[src/hw/rtl/slcfp_pkg.sv]
// ----------------------------------------------------------------------------
// Frame parser package
// Shared constants for the sync/length/CRC frame parser: CRC-16 settings,
// field widths and parser state codes.
// ----------------------------------------------------------------------------
package slcfp_pkg;

	// Default largest payload that a frame may carry.
	localparam int MAX_PAYLOAD_DEF = 64;

	// Width of the frame length field on the result side.
	localparam int LEN_W = 7;

	// CRC-16 with polynomial 0x1021, preset to all ones, MSB first.
	localparam logic [15:0] CRC_INIT = 16'hFFFF;
	localparam logic [15:0] CRC_POLY = 16'h1021;
	localparam logic [15:0] CRC_MSB  = 16'h8000;

	// Sync byte after reset.
	localparam logic [7:0] SYNC_RST = 8'hAA;

	// Parser state codes.
	localparam logic [3:0] ST_HUNT    = 4'd0;
	localparam logic [3:0] ST_TYPE    = 4'd1;
	localparam logic [3:0] ST_LEN_LO  = 4'd2;
	localparam logic [3:0] ST_LEN_HI  = 4'd3;
	localparam logic [3:0] ST_PAYLOAD = 4'd4;
	localparam logic [3:0] ST_CRC_LO  = 4'd5;
	localparam logic [3:0] ST_CRC_HI  = 4'd6;
	localparam logic [3:0] ST_RP_READ = 4'd7;
	localparam logic [3:0] ST_RP_LOAD = 4'd8;

endpackage

[src/hw/rtl/slcfp_crc_byte.sv]
// ----------------------------------------------------------------------------
// CRC-16 byte update
// Folds one byte into a running CRC-16 (polynomial 0x1021), MSB first.
// ----------------------------------------------------------------------------
module slcfp_crc_byte import slcfp_pkg::*; (
	input  logic [15:0] crc_in,
	input  logic [7:0]  data,
	output logic [15:0] crc_out
);

	// Eight shift-and-reduce steps, one per data bit.
	always_comb begin
		logic [15:0] c;
		c = crc_in ^ {data, 8'h00};
		for (int k = 0; k < 8; k++) begin
			if ((c & CRC_MSB) != 16'h0000) begin
				c = {c[14:0], 1'b0} ^ CRC_POLY;
			end else begin
				c = {c[14:0], 1'b0};
			end
		end
		crc_out = c;
	end

endmodule

[src/hw/rtl/sync_length_crc_frame_parser.sv]
// ----------------------------------------------------------------------------
// Sync/length/CRC frame parser
// Hunts for a sync byte, collects type, length, payload and CRC-16, and
// replays checked frames one payload byte per result.
// ----------------------------------------------------------------------------
// Received bytes are accepted while the frame is being collected; the CRC
// is folded in byte by byte as it arrives. On a good frame with payload,
// the payload memory (one synchronous read port) is replayed result by
// result, each byte first read from the memory and then loaded into the
// output register once it is free, and the input is stalled until the last
// byte is loaded. Empty frames and CRC errors load their single result at
// the edge that takes the last CRC byte; that byte waits while the output
// register still holds a result not yet taken. The payload memory needs no
// clearing after reset.
module sync_length_crc_frame_parser import slcfp_pkg::*; #(
	parameter int MAX_PAYLOAD = MAX_PAYLOAD_DEF
) (
	input  logic        clk,
	input  logic        arst_n,
	// Configuration write channel.
	input  logic        cfg_valid,
	output logic        cfg_ready,
	input  logic [7:0]  cfg_data,
	// Received byte channel.
	input  logic        in_valid,
	output logic        in_stall,
	input  logic [7:0]  rx_byte,
	// Result channel.
	output logic        out_valid,
	input  logic        out_stall,
	output logic        status,
	output logic [7:0]  frame_type,
	output logic [6:0]  frame_length,
	output logic        has_data,
	output logic [5:0]  byte_index,
	output logic [7:0]  data_byte,
	output logic        last,
	output logic [31:0] good_frames,
	output logic [31:0] crc_errors
);

	localparam int IDX_W = (MAX_PAYLOAD > 1) ? $clog2(MAX_PAYLOAD) : 1;
	localparam int CNT_W = $clog2(MAX_PAYLOAD + 1);

	logic [3:0]       state_q;
	logic [7:0]       sync_q;
	logic [7:0]       type_q;
	logic [LEN_W-1:0] len_q;
	logic [CNT_W-1:0] fill_q;
	logic [IDX_W-1:0] rd_q;
	logic [15:0]      crc_q;
	logic [7:0]       crc_lo_q;
	logic [31:0]      good_q;
	logic [31:0]      err_q;

	logic [7:0]       mem [MAX_PAYLOAD];
	logic [7:0]       rd_data_q;

	logic             out_valid_q;
	logic             status_q;
	logic [7:0]       frame_type_q;
	logic [LEN_W-1:0] frame_length_q;
	logic             has_data_q;
	logic [5:0]       byte_index_q;
	logic [7:0]       data_byte_q;
	logic             last_q;
	logic [31:0]      good_out_q;
	logic [31:0]      err_out_q;

	logic             in_acc;
	logic             out_take;
	logic             out_free;
	logic             out_load;
	logic [15:0]      crc_nxt;
	logic [CNT_W-1:0] fill_nxt;
	logic             crc_match;
	logic             rd_last;
	logic             wr_en;

	// The configuration register is always ready.
	assign cfg_ready = 1'b1;

	always_ff @(posedge clk or negedge arst_n) begin
		if (!arst_n) begin
			sync_q <= SYNC_RST;
		end else if (cfg_valid) begin
			sync_q <= cfg_data;
		end
	end

	// Handshake terms.
	assign out_take = out_valid_q && !out_stall;
	assign out_free = !out_valid_q || out_take;
	assign in_stall = (state_q == ST_RP_READ) || (state_q == ST_RP_LOAD) ||
		((state_q == ST_CRC_HI) && !out_free);
	assign in_acc   = in_valid && !in_stall;

	// Byte-wise CRC update.
	slcfp_crc_byte u_crc (
		.crc_in  (crc_q),
		.data    (rx_byte),
		.crc_out (crc_nxt)
	);

	assign fill_nxt  = fill_q + 1'b1;
	assign crc_match = ({rx_byte, crc_lo_q} == crc_q);
	assign rd_last   = (LEN_W'(rd_q) == (len_q - 1'b1));
	assign wr_en     = in_acc && (state_q == ST_PAYLOAD);

	// A result is loaded for an empty good frame or a CRC error at the last
	// CRC byte, and for every replayed payload byte.
	assign out_load = ((state_q == ST_CRC_HI) && in_acc && (!crc_match || (len_q == '0))) ||
		((state_q == ST_RP_LOAD) && out_free);

	// Output valid flag: set on a load, cleared on a transfer.
	always_ff @(posedge clk or negedge arst_n) begin
		if (!arst_n) begin
			out_valid_q <= 1'b0;
		end else if (out_load) begin
			out_valid_q <= 1'b1;
		end else if (out_take) begin
			out_valid_q <= 1'b0;
		end
	end

	// Payload memory: written while collecting, read only during replay, so
	// a write and a read never meet on the same entry.
	always_ff @(posedge clk) begin
		if (wr_en) begin
			mem[fill_q[IDX_W-1:0]] <= rx_byte;
		end
	end

	always_ff @(posedge clk) begin
		if (state_q == ST_RP_READ) begin
			rd_data_q <= mem[rd_q];
		end
	end

	// Parser and replay sequencer.
	always_ff @(posedge clk or negedge arst_n) begin
		if (!arst_n) begin
			state_q        <= ST_HUNT;
			type_q         <= '0;
			len_q          <= '0;
			fill_q         <= '0;
			rd_q           <= '0;
			crc_q          <= CRC_INIT;
			crc_lo_q       <= '0;
			good_q         <= '0;
			err_q          <= '0;
			status_q       <= 1'b0;
			frame_type_q   <= '0;
			frame_length_q <= '0;
			has_data_q     <= 1'b0;
			byte_index_q   <= '0;
			data_byte_q    <= '0;
			last_q         <= 1'b0;
			good_out_q     <= '0;
			err_out_q      <= '0;
		end else begin
			unique case (state_q)
				ST_TYPE: begin
					if (in_acc) begin
						type_q  <= rx_byte;
						crc_q   <= crc_nxt;
						state_q <= ST_LEN_LO;
					end
				end
				ST_LEN_LO: begin
					if (in_acc) begin
						len_q   <= rx_byte[LEN_W-1:0];
						crc_lo_q <= rx_byte;
						crc_q   <= crc_nxt;
						state_q <= ST_LEN_HI;
					end
				end
				ST_LEN_HI: begin
					// The low length byte was parked in crc_lo_q for the range check.
					if (in_acc) begin
						crc_q  <= crc_nxt;
						fill_q <= '0;
						if ((rx_byte != 8'h00) || (crc_lo_q > 8'(MAX_PAYLOAD))) begin
							state_q <= ST_HUNT;
						end else if (len_q == '0) begin
							state_q <= ST_CRC_LO;
						end else begin
							state_q <= ST_PAYLOAD;
						end
					end
				end
				ST_PAYLOAD: begin
					if (in_acc) begin
						crc_q  <= crc_nxt;
						fill_q <= fill_nxt;
						if (LEN_W'(fill_nxt) >= len_q) begin
							state_q <= ST_CRC_LO;
						end
					end
				end
				ST_CRC_LO: begin
					if (in_acc) begin
						crc_lo_q <= rx_byte;
						state_q  <= ST_CRC_HI;
					end
				end
				ST_CRC_HI: begin
					if (in_acc) begin
						state_q <= ST_HUNT;
						rd_q    <= '0;
						if (crc_match) begin
							good_q <= good_q + 1'b1;
							if (len_q == '0) begin
								status_q       <= 1'b0;
								frame_type_q   <= type_q;
								frame_length_q <= len_q;
								has_data_q     <= 1'b0;
								byte_index_q   <= '0;
								data_byte_q    <= '0;
								last_q         <= 1'b1;
								good_out_q     <= good_q + 1'b1;
								err_out_q      <= err_q;
							end else begin
								state_q <= ST_RP_READ;
							end
						end else begin
							err_q          <= err_q + 1'b1;
							status_q       <= 1'b1;
							frame_type_q   <= type_q;
							frame_length_q <= len_q;
							has_data_q     <= 1'b0;
							byte_index_q   <= '0;
							data_byte_q    <= '0;
							last_q         <= 1'b1;
							good_out_q     <= good_q;
							err_out_q      <= err_q + 1'b1;
						end
					end
				end
				ST_RP_READ: begin
					state_q <= ST_RP_LOAD;
				end
				ST_RP_LOAD: begin
					// Wait for the output register, then load the byte just read.
					if (out_free) begin
						status_q       <= 1'b0;
						frame_type_q   <= type_q;
						frame_length_q <= len_q;
						has_data_q     <= 1'b1;
						byte_index_q   <= 6'(rd_q);
						data_byte_q    <= rd_data_q;
						last_q         <= rd_last;
						good_out_q     <= good_q;
						err_out_q      <= err_q;
						if (rd_last) begin
							state_q <= ST_HUNT;
						end else begin
							rd_q    <= rd_q + 1'b1;
							state_q <= ST_RP_READ;
						end
					end
				end
				default: begin
					// Hunting, and any unused code, looks for the sync byte.
					if (in_acc) begin
						state_q <= ST_HUNT;
						if (rx_byte == sync_q) begin
							crc_q   <= CRC_INIT;
							state_q <= ST_TYPE;
						end
					end
				end
			endcase
		end
	end

	// Result outputs.
	assign out_valid    = out_valid_q;
	assign status       = status_q;
	assign frame_type   = frame_type_q;
	assign frame_length = frame_length_q;
	assign has_data     = has_data_q;
	assign byte_index   = byte_index_q;
	assign data_byte    = data_byte_q;
	assign last         = last_q;
	assign good_frames  = good_out_q;
	assign crc_errors   = err_out_q;

`ifndef SYNTHESIS
	// The good-frame count moves only on a transfer of the last CRC byte.
	a_good_only_at_end: assert property (@(posedge clk) disable iff (!arst_n)
		!(in_acc && (state_q == ST_CRC_HI)) |=> $stable(good_q))
		else $error("good frame count changed outside frame end");

	// Replay never reads past the frame length.
	a_replay_in_range: assert property (@(posedge clk) disable iff (!arst_n)
		(state_q == ST_RP_LOAD) |-> (LEN_W'(rd_q) < len_q))
		else $error("replay index beyond frame length");

	// Payload writes stay below the frame length.
	a_fill_in_range: assert property (@(posedge clk) disable iff (!arst_n)
		(state_q == ST_PAYLOAD) |-> (LEN_W'(fill_q) < len_q))
		else $error("payload fill index beyond frame length");
`endif

endmodule
[config.mk]
export PLATFORM = sky130hd
export DESIGN_NAME = sync_length_crc_frame_parser
export DESIGN_NICKNAME = d
export VERILOG_FILES = /design/src/hw/rtl/slcfp_pkg.sv /design/src/hw/rtl/slcfp_crc_byte.sv /design/src/hw/rtl/sync_length_crc_frame_parser.sv
export SDC_FILE = /design/constraint.sdc
export NUM_CORES = 1
export LEC_CHECK = 0
export ABC_AREA = 1
export BUFFER_PORTS_ARGS = -buffer_cell sky130_fd_sc_hd__buf_2
export CAP_MARGIN = 10
export CORE_UTILIZATION = 42
export DETAILED_ROUTE_END_ITERATION = 6
export SYNTH_ARGS = -nofsm -noshare
export SYNTH_HDL_FRONTEND = slang
export SYNTH_SLANG_ARGS = --single-unit
[constraint.sdc]
create_clock -name clk -period 3.05 [get_ports clk]
set_input_delay 0 -clock clk [delete_from_list [all_inputs] [get_ports clk]]
set_output_delay 0 -clock clk [all_outputs]
set_load 0.05 [all_outputs]
== Yosys cells after proc, flatten, opt, wreduce, memory -nomap -nowiden ==
Memories as Yosys holds them, arrays and structs flattened. A register that Yosys moved wholly into a read port is not among the register bits.
Cells that the tools add are included.
Word-level totals
  logic and storage cells: 181
  flip-flop bits (word level): 225
  memory bits (writable): 512
  memories: 1
  output and inout port bits: 99
  input bits: 21
Memories
  mem: words 64, bits a word 8, read ports 1, clocked after memory_dff 1, write ports 1, RTL line sync_length_crc_frame_parser.sv:56  | logic [7:0] mem [MAX_PAYLOAD];
Cells by class
  order comparisons: 2
  equality and inequality tests: 21
  bitwise logic cells: 11
  muxes and demuxes: 83
  reductions and logical operators: 38
  $add $sub $neg: 5
Operator list (count)
  $mux 32: 8
  $pmux 32 s2: 2
  $mux 13: 8
  $add 32x1->32 const B: 2
  $mux 8: 8
  $mux 16: 3
  $mux 6: 7
  $mux 7: 6
  $mux 4: 9
  $pmux 16 s2: 1
  $pmux 4 s8: 1
  $pmux 8 s2: 2
  $pmux 7 s2: 2
  $not 3->3: 8
  $pmux 6 s2: 2
  $mux 1: 17
  $eq 16x16->1: 1
  $eq 4x3->1 const B: 4
  $ne 2x2->1 const B: 8
  $xor 16x16->16: 1
  $mux 3: 4
  $reduce_and 3->1: 4
  $reduce_and 9->1: 1
  $eq 4x2->1 const B: 2
  24 further kinds: 49

== Logic depth before layout (Yosys ltp) ==
Gate-level depths: netlist of run 1.
  depth after elaboration: 19
  mapped depth: 17
  mapped depth without buffers: 17

== Cells and area by module ==
A second synthesis of run 1 with hierarchy kept.
Second synthesis, totals
  cells, all modules: 3480
  area, all modules: 33405.8 µm²
By module, submodules not included
  sync_length_crc_frame_parser: times used 1, cells each 3365, area each 32869.0 µm², seq. area each 21270.4 µm²
  slcfp_crc_byte: times used 1, cells each 115, area each 536.8 µm², seq. area each 0.0 µm²

== Worst setup path before layout of run 1 ==
OpenSTA, ideal clock, no wires.
  path type: register to register
  start point: register state_q[0]
  end point: memory mem[24][0] (enable)
  setup time: 370 ps
  buffers on the path: 1
  slack: 676 ps
  cell stages (with the launch flop): 11
  required time: 2680 ps
  clock period less this slack: 2374 ps
  data arrival time: 2003 ps
  cells stage by stage: dfrtp_1 > buf_4 > nand2_1 > nor2_1 > nor2_2 > nand3_2 > inv_2 > nand2_2 > nor2_1 > nand3_1 > nor2_1
On the way
  word-level cells in the longest chain between the ends: 8
  elaborated cells between the ends (all ways): 12
  classes of those cells: 4 x eq/ne; 2 x mux; 6 x reduce/logical
RTL lines
  from (decl): RTL line sync_length_crc_frame_parser.sv:45  | logic [3:0] state_q;
  from (signal assigned): RTL line sync_length_crc_frame_parser.sv:143  | state_q <= ST_HUNT;
  from (signal assigned): RTL line sync_length_crc_frame_parser.sv:167  | state_q <= ST_LEN_LO;
  from (signal assigned): RTL line sync_length_crc_frame_parser.sv:175  | state_q <= ST_LEN_HI;
  $eq 4x3->1 (tied with other cells): RTL line sync_length_crc_frame_parser.sv:94  | assign in_stall = (state_q == ST_RP_READ) || (state_q == ST_RP_LOAD) ||
  $logic_or 1x1->1 / $logic_and 1x1->1 (equally long branches): RTL line sync_length_crc_frame_parser.sv:94, sync_length_crc_frame_parser.sv:95
  $logic_or 1x1->1: RTL line sync_length_crc_frame_parser.sv:94
  $logic_not 1->1: RTL line sync_length_crc_frame_parser.sv:96  | assign in_acc = in_valid && !in_stall;
  $logic_and 1x1->1: RTL line sync_length_crc_frame_parser.sv:96
  $logic_and 1x1->1 *: RTL line sync_length_crc_frame_parser.sv:108  | assign wr_en = in_acc && (state_q == ST_PAYLOAD);
  $mux 1 *: RTL line sync_length_crc_frame_parser.sv:129  | if (wr_en) begin
  $mux 1 (not written as such) *: RTL line sync_length_crc_frame_parser.sv:130  | mem[fill_q[IDX_W-1:0]] <= rx_byte;
  to (decl): RTL line sync_length_crc_frame_parser.sv:56
Every way passes the cells marked *; elsewhere a longest branch is shown, timed or not.

== Worst setup path after layout of run 1 ==
  start point: register state_q[0]
  end point: memory mem[55][4] (enable)
The elaborated chain is that of the path after synthesis.

==> results of run 1 <==
==> worst max path at each step <==
stage,start,to,cells after the start
2_1_floorplan,state_q[0],mem[24][0],10
3_3_place_gp,fill_q[0],state_q[0],16
3_5_place_dp,fill_q[0],state_q[0],16
4_1_cts,fill_q[0],state_q[0],16
5_1_grt,fill_q[0],state_q[1],16
6_report,state_q[0],mem[55][4],12
==> worst max-delay path, stage by stage, from the launching register on <==
cell,delay [ps]
dfrtp_1,510
nor2_2,90
inv_2,80
nor2_4,30
nor2_2,120
nand3_2,160
inv_2,130
nand2_2,120
nor2_1,250
nand2_1,200
buf_4,220
nor2_1,210
buf_4,210
==> area by class of cell <==
class | count | share of cell area [%]
Clock buffer | 94 | 5.652
Clock inverter | 53 | 1.283
Inverter | 187 | 1.844
Multi-Input combinational cell | 2217 | 26.67
Sequential cell | 745 | 55.50
Tap cell | 1040 | 3.394
Timing Repair Buffer | 292 | 5.652
==> logic make-up (layout without fill, tap and decap cells) <==
kind of cell    Yosys count  count (layout)  synth area share [%]
fa+ha+maj                13              13                0.4939
compound gates          568             568                 9.433
simple gates           1556            1556                 18.95
other cells               1               1               0.01139
flops                   745             745                 64.58
xor+xnor                 75              75                 2.017
mux                       4               4                0.1368
buf+inv                 351             626                 4.373
==> power by group through the flow <==
stage          logic [mW]  registers, mW  clock network [mW]
6_report             8.22           12.7                9.83
5_1_grt              9.02           12.9                10.4
3_3_place_gp         8.12           12.9                   0
2_1_floorplan        3.81           14.6                   0
3_5_place_dp         8.16           12.9                   0
4_1_cts              8.23           12.7                10.0
==> metrics by stage <==
stage               cells  instance area [um^2]  utilization (%)
detailed placement   4449                 35340            45.62
CTS                  4628                 38340            49.49
floorplan            3313                 32930                -
global placement     4449                 35340            45.62
finish               4628                 38340            49.49
global route         4628                 38340            49.49
==> routing by layer <==
metal / part of all wire (%) / track usage [%] / up-vias
li1: - / - / 11669
met1: 43 / 31.84 / 11678
met2: 47 / 37.77 / 830
met3: 6.7 / 3.866 / 157
met4: 2.7 / 6.703 / 10
met5: 0.068 / 0 / -
==> state kept, by name, summed over array words and instances (netlist names), 16 cells and up <==
name         cells
crc_errors      32
good_q          32
mem            512
crc_q           16
good_frames     32
err_q           32
==> synthesized netlist by cell type <==
master | number | area, um^2
nand2_1 | 821 | 3082
inv_2 | 8 | 30.03
o22ai_1 | 66 | 412.9
nand2_4 | 1 | 11.26
o21a_1 | 1 | 7.510
nor3b_1 | 1 | 7.510
nor3_4 | 1 | 16.27
a211oi_1 | 3 | 22.52
or2_2 | 5 | 31.28
nor2_2 | 4 | 25.02
o21ai_0 | 391 | 1957
buf_1 | 6 | 22.52
conb_1 | 1 | 3.750
nor2_1 | 501 | 1881
nand3_1 | 161 | 805.8
xor2_1 | 58 | 508.0
edfxtp_1 | 520 | 15610
o221ai_1 | 6 | 52.55
buf_4 | 4 | 30.03
o21ai_1 | 3 | 15.01
inv_1 | 179 | 671.9
nand4_1 | 31 | 193.9
ha_1 | 13 | 162.7
clkbuf_1 | 98 | 367.9
mux2_2 | 4 | 45.04
dfrtp_1 | 205 | 5130
nor3_1 | 18 | 90.09
a21oi_1 | 39 | 195.2
nand2_2 | 3 | 18.77
o211ai_1 | 58 | 435.4
xnor2_2 | 1 | 16.27
o32ai_1 | 1 | 8.760
dfstp_2 | 20 | 525.5
buf_6 | 6 | 67.56
nor4_1 | 2 | 12.51
nor2_4 | 3 | 33.78
or2_1 | 1 | 6.260
xnor2_1 | 16 | 140.1
nand3_2 | 2 | 20.02
buf_2 | 50 | 250.2
and2_1 | 1 | 6.260
==> placed cells by master (no fill, tap or decap), types with 39 or more instances in the layout <==
cell type,count
buf_2,117
o22ai_1,66
xor2_1,58
nor2_1,500
clkbuf_16,82
inv_1,178
a21oi_1,39
buf_4,129
nand2_1,821
o21ai_0,391
dfrtp_1,202
nand3_1,161
o211ai_1,58
edfxtp_1,520
==> what timing repair did <==
action / CTS / global route
hold buffers: 32 / 0
setup endpoints to repair: 0 / 0
hold endpoints to repair: 268 / 0
==> results.ini, run 1 <==
[setup_path]
r2r-start=state_q[0]
end_kind=register
cp-start-kind=register
arrival_ps=2970
cp_max_fo=8
path_class=reg -> reg
reg2reg_slack_ps=420
rr_worst_depth=12
rr_endpoint=mem[55][4]
crit_required_ps=3390

[cells_and_area]
nFillCells=7112
drive_gt1_share_pct=12.46
fin_nets=3558
syn_to_final_growth_pct=16.41
multi_input_area_mm2=0.01023
seq_area_mm2=0.02128
diodes=0

[route]
dr.pass1.iters=5
viasPerCell=5.260
wirelength_um=91160
drtIter0Drc=2399
drc=0
ant_nets=0
wl_per_cell_um=19.70
vias=24344

[placed_design]
gp_congestion=0.8997
port_buffers=118
hpwl_um=57920
pre_cts_ws_ps=421.6

[sta]
fin_worst_skew_ps=23.87
setup_viol=0
hold_ws_ps=31.25
rsz0062_at_grt=false
maxSlewViolCount=0
fin_ws_ps=419.5
hold_viol_final=0
fin_crit_ps=2630
fmax_ghz=0.3802
period_share_pct=86.25
finalSetupTns_ps=0
tightest_slew_ps=946.7
slew_headroom_pct=36.89

[clock_tree]
clk_latency_ps=640
cts-buffers-inserted=81
htreeDepth=3
root_buffer=clkbuf_16
cts_tree=built
post-cts-setup-buffers=0
path_clk_slew_ps=70
cts-resized-gates=0
cts_sinks=745
cts_buffer_depth=3

[synthesis]
synth_cell_type_count=41
synth_seq_cells=745
synth_area_mm2=0.03293
syn_avg_cell_area_um2=9.941
syn_inst=3313
yosysWarnings=0
syn-num-nets=3347
yosysSeqAreaShare_pct=64.58

[floorplanning]
boundaryPins=120
core_area_mm2=0.07747
rows=102
start_util_pct=42.51
die_height_um=282.0
die-width_um=282.0
dieArea_mm2=0.07954

[worst_hold_path]
hp-class=in -> async

[power_and_ir_drop]
swShare_pct=35.73
combPwrFrac_pct=26.7
irDropWorstVdd_mv=0.4430
total_power_mw=30.78
p_leak_nw=15.15
p_int_mw=19.78
seqPwrFrac_pct=41.4
cellPowerDensity_mw_per_mm2=802.9
p_sw_mw=11.00
pwr-share-clk_pct=31.9

[grt]
grt_antenna_before_repair=6
grt_usage_pct=23.17
grt-ovfl-total=0
grt_pass1_vias=23431
grt_max_degree=101
grt_pass1_wl_um=140000

[outcome]
status=completed

[job]
drv_cap=0

No activity file was read; power rests on OpenSTA's default activity.
==> run 2, diff against run 1 <==
--- a/config.mk
+++ b/config.mk
@@ -6,8 +6,9 @@
 export NUM_CORES = 1
 export LEC_CHECK = 0
 export ABC_AREA = 1
-export BUFFER_PORTS_ARGS = -buffer_cell sky130_fd_sc_hd__buf_2
+export BUFFER_PORTS_ARGS = -buffer_cell sky130_fd_sc_hd__buf_4
 export CAP_MARGIN = 10
+export CORE_ASPECT_RATIO = 0.8
 export CORE_UTILIZATION = 42
 export DETAILED_ROUTE_END_ITERATION = 6
 export SYNTH_ARGS = -nofsm -noshare
==> results.ini, run 2 (synthesis gave the netlist of run 1 again) <==
[sta]
tightest_slew_ps=1036  ; was 946.7 ps
rsz0062_at_grt=false  ; unchanged
slew_headroom_pct=30.93  ; was 36.89%
hold_ws_ps=-4.492  ; was 31.25 ps
period_share_pct=91.43  ; was 86.25%
maxSlewViolCount=0  ; unchanged
setup_viol=0  ; unchanged
fmax_ghz=0.3586  ; was 0.3802 GHz
finalSetupTns_ps=0  ; unchanged
fin_worst_skew_ps=29.36  ; was 23.87 ps
hold_viol_final=6  ; was 0
fin_crit_ps=2789  ; was 2630 ps

[floorplanning]
core_area_mm2=0.07731  ; was 0.07747 mm^2
start_util_pct=42.60  ; was 42.51%
rows=91  ; was 102
die_height_um=252.5  ; was 282.0 um
dieArea_mm2=0.07955  ; was 0.07954 mm^2
die-width_um=315.1  ; was 282.0 um
boundaryPins=120  ; unchanged

[grt]
grt-ovfl-total=0  ; unchanged
grt_pass1_vias=23140  ; was 23,431
grt_max_degree=107  ; was 101
grt_usage_pct=23.63  ; was 23.17%
grt_antenna_before_repair=0  ; was 6
grt_pass1_wl_um=142400  ; was 140,000 um

[setup_path]
path_class=reg -> reg  ; unchanged
crit_required_ps=3380  ; was 3390 ps
cp-start-kind=register  ; unchanged
arrival_ps=3120  ; was 2970 ps
cp_max_fo=8  ; unchanged
end_kind=register  ; unchanged

[route]
met1Wirelength_um=43070  ; was 39,610 um
drc=5  ; was 0
wl_met2_um=40270  ; was 42,920 um
vias=24664  ; was 24,344
ant_nets=0  ; unchanged
wirelength_um=93590  ; was 91,160 um
drtIter0Drc=2947  ; was 2,399
met3_length_um=8506  ; was 6091 um
viasPerCell=5.371  ; was 5.260
top_layer=met4  ; was met5
wl_per_cell_um=20.38  ; was 19.70 um
dr.pass1.iters=7  ; was 5

[clock_tree]
htreeDepth=3  ; unchanged
root_buffer=clkbuf_16  ; unchanged
hold_buffers=31  ; was 32
cts_tree=built  ; unchanged
cts_buffer_depth=3  ; unchanged
cts_sinks=745  ; unchanged
post-cts-setup-buffers=0  ; unchanged
cts-resized-gates=0  ; unchanged
path_clk_slew_ps=60  ; was 70 ps
cts-buffers-inserted=75  ; was 81
clk_latency_ps=630  ; was 640 ps

[cells_and_area]
stdcell_count=4592  ; was 4,628
syn_to_final_growth_pct=16.22  ; was 16.41%
diodes=0  ; unchanged
final_common_cell=nand2_1  ; unchanged
final_util_pct=49.51  ; was 49.49%
multi_input_area_mm2=0.01023  ; unchanged
largest_register_ffs=512  ; unchanged
layout_common_cells=821 x nand2_1, 520 x edfxtp_1, 500 x nor2_1  ; unchanged
fin_nets=3544  ; was 3,558
seq_area_mm2=0.02128  ; unchanged
nFillCells=7065  ; was 7,112
drive_gt1_share_pct=11.60  ; was 12.46%

[placed_design]
hpwl_um=60160  ; was 57,920 um
port_buffers=118  ; unchanged
gp_congestion=0.9433  ; was 0.8997
place_inst=4425  ; was 4,449

[power_and_ir_drop]
irDropWorstVdd_mv=0.4505  ; was 0.4430 mV
p_leak_nw=15.02  ; was 15.15 nW
cellPowerDensity_mw_per_mm2=803.3  ; was 802.9 mW/mm^2
total_power_mw=30.75  ; was 30.78 mW

[outcome]
violations=design-rule violations, negative hold slack
status=finished, violations left  ; was completed

[job]
drv_cap=0  ; unchanged

[worst_hold_path]
hp-class=in -> async  ; unchanged

run 2: per-layer routing:
| layer | GRT usage [%] | up-vias |
|---|---|---|
| li1 | - | 11652 |
| met1 | 36.16 | 11915 |
| met2 | 33.89 | 984 |
| met3 | 5.358 | 113 |
| met4 | 5.187 | 0 |
| met5 | 0 | - |
run 2: final timing paths:
check / startpoint / endpoint / slack [ps] / cells after the start
min reg2reg: rd_data_q[4] / data_byte[4] / 450 / 2
min: arst_n / crc_errors[28] / -4 / 2
max in group asynchronous: arst_n / crc_q[8] / 2180 / 3
min in group clk: rx_byte[2] / mem[21][2] / 170 / 2
max reg2reg: state_q[0] / mem[63][6] / 260 / 11
max: state_q[0] / mem[63][6] / 260 / 11
run 2: layout make-up:
| cell class | instances | area share (%) |
|---|---|---|
| clock buffers | 93 | 5.302 |
| clock inverters | 43 | 0.9774 |
| inverters | 187 | 1.847 |
| multi-input cells | 2217 | 26.72 |
| flip-flops and latches | 745 | 55.59 |
| well taps | 1023 | 3.344 |
| repair buffers | 284 | 6.218 |
run 2: where the power goes:
part | internal, mW | switching (mW) | total, mW
combinational | 2.47 | 6.27 | 8.75
sequential | 11.9 | 0.831 | 12.8
clock | 5.31 | 3.94 | 9.25
run 2: critical path: stages, from the launching register on:
cell and delay, ps:
dfrtp_1 520, nor2_2 90, inv_2 80, nor2_4 50
nor2_2 140, nand3_2 170, inv_2 130, nand2_2 120
nor2_1 380, nand2_1 410, nor2_1 200, buf_4 190
run 2: per-stage QoR:
stage               worst slack [ps]  cell area, um^2  hold slack (ps)
finish                         261.4            38280           -4.492
detailed placement             313.7            35560            98.18
CTS                            301.9            38280            15.20
global route                   1.570            38280            34.35
global placement               384.6            35560            84.77
floorplan                      676.2            32930           -295.6
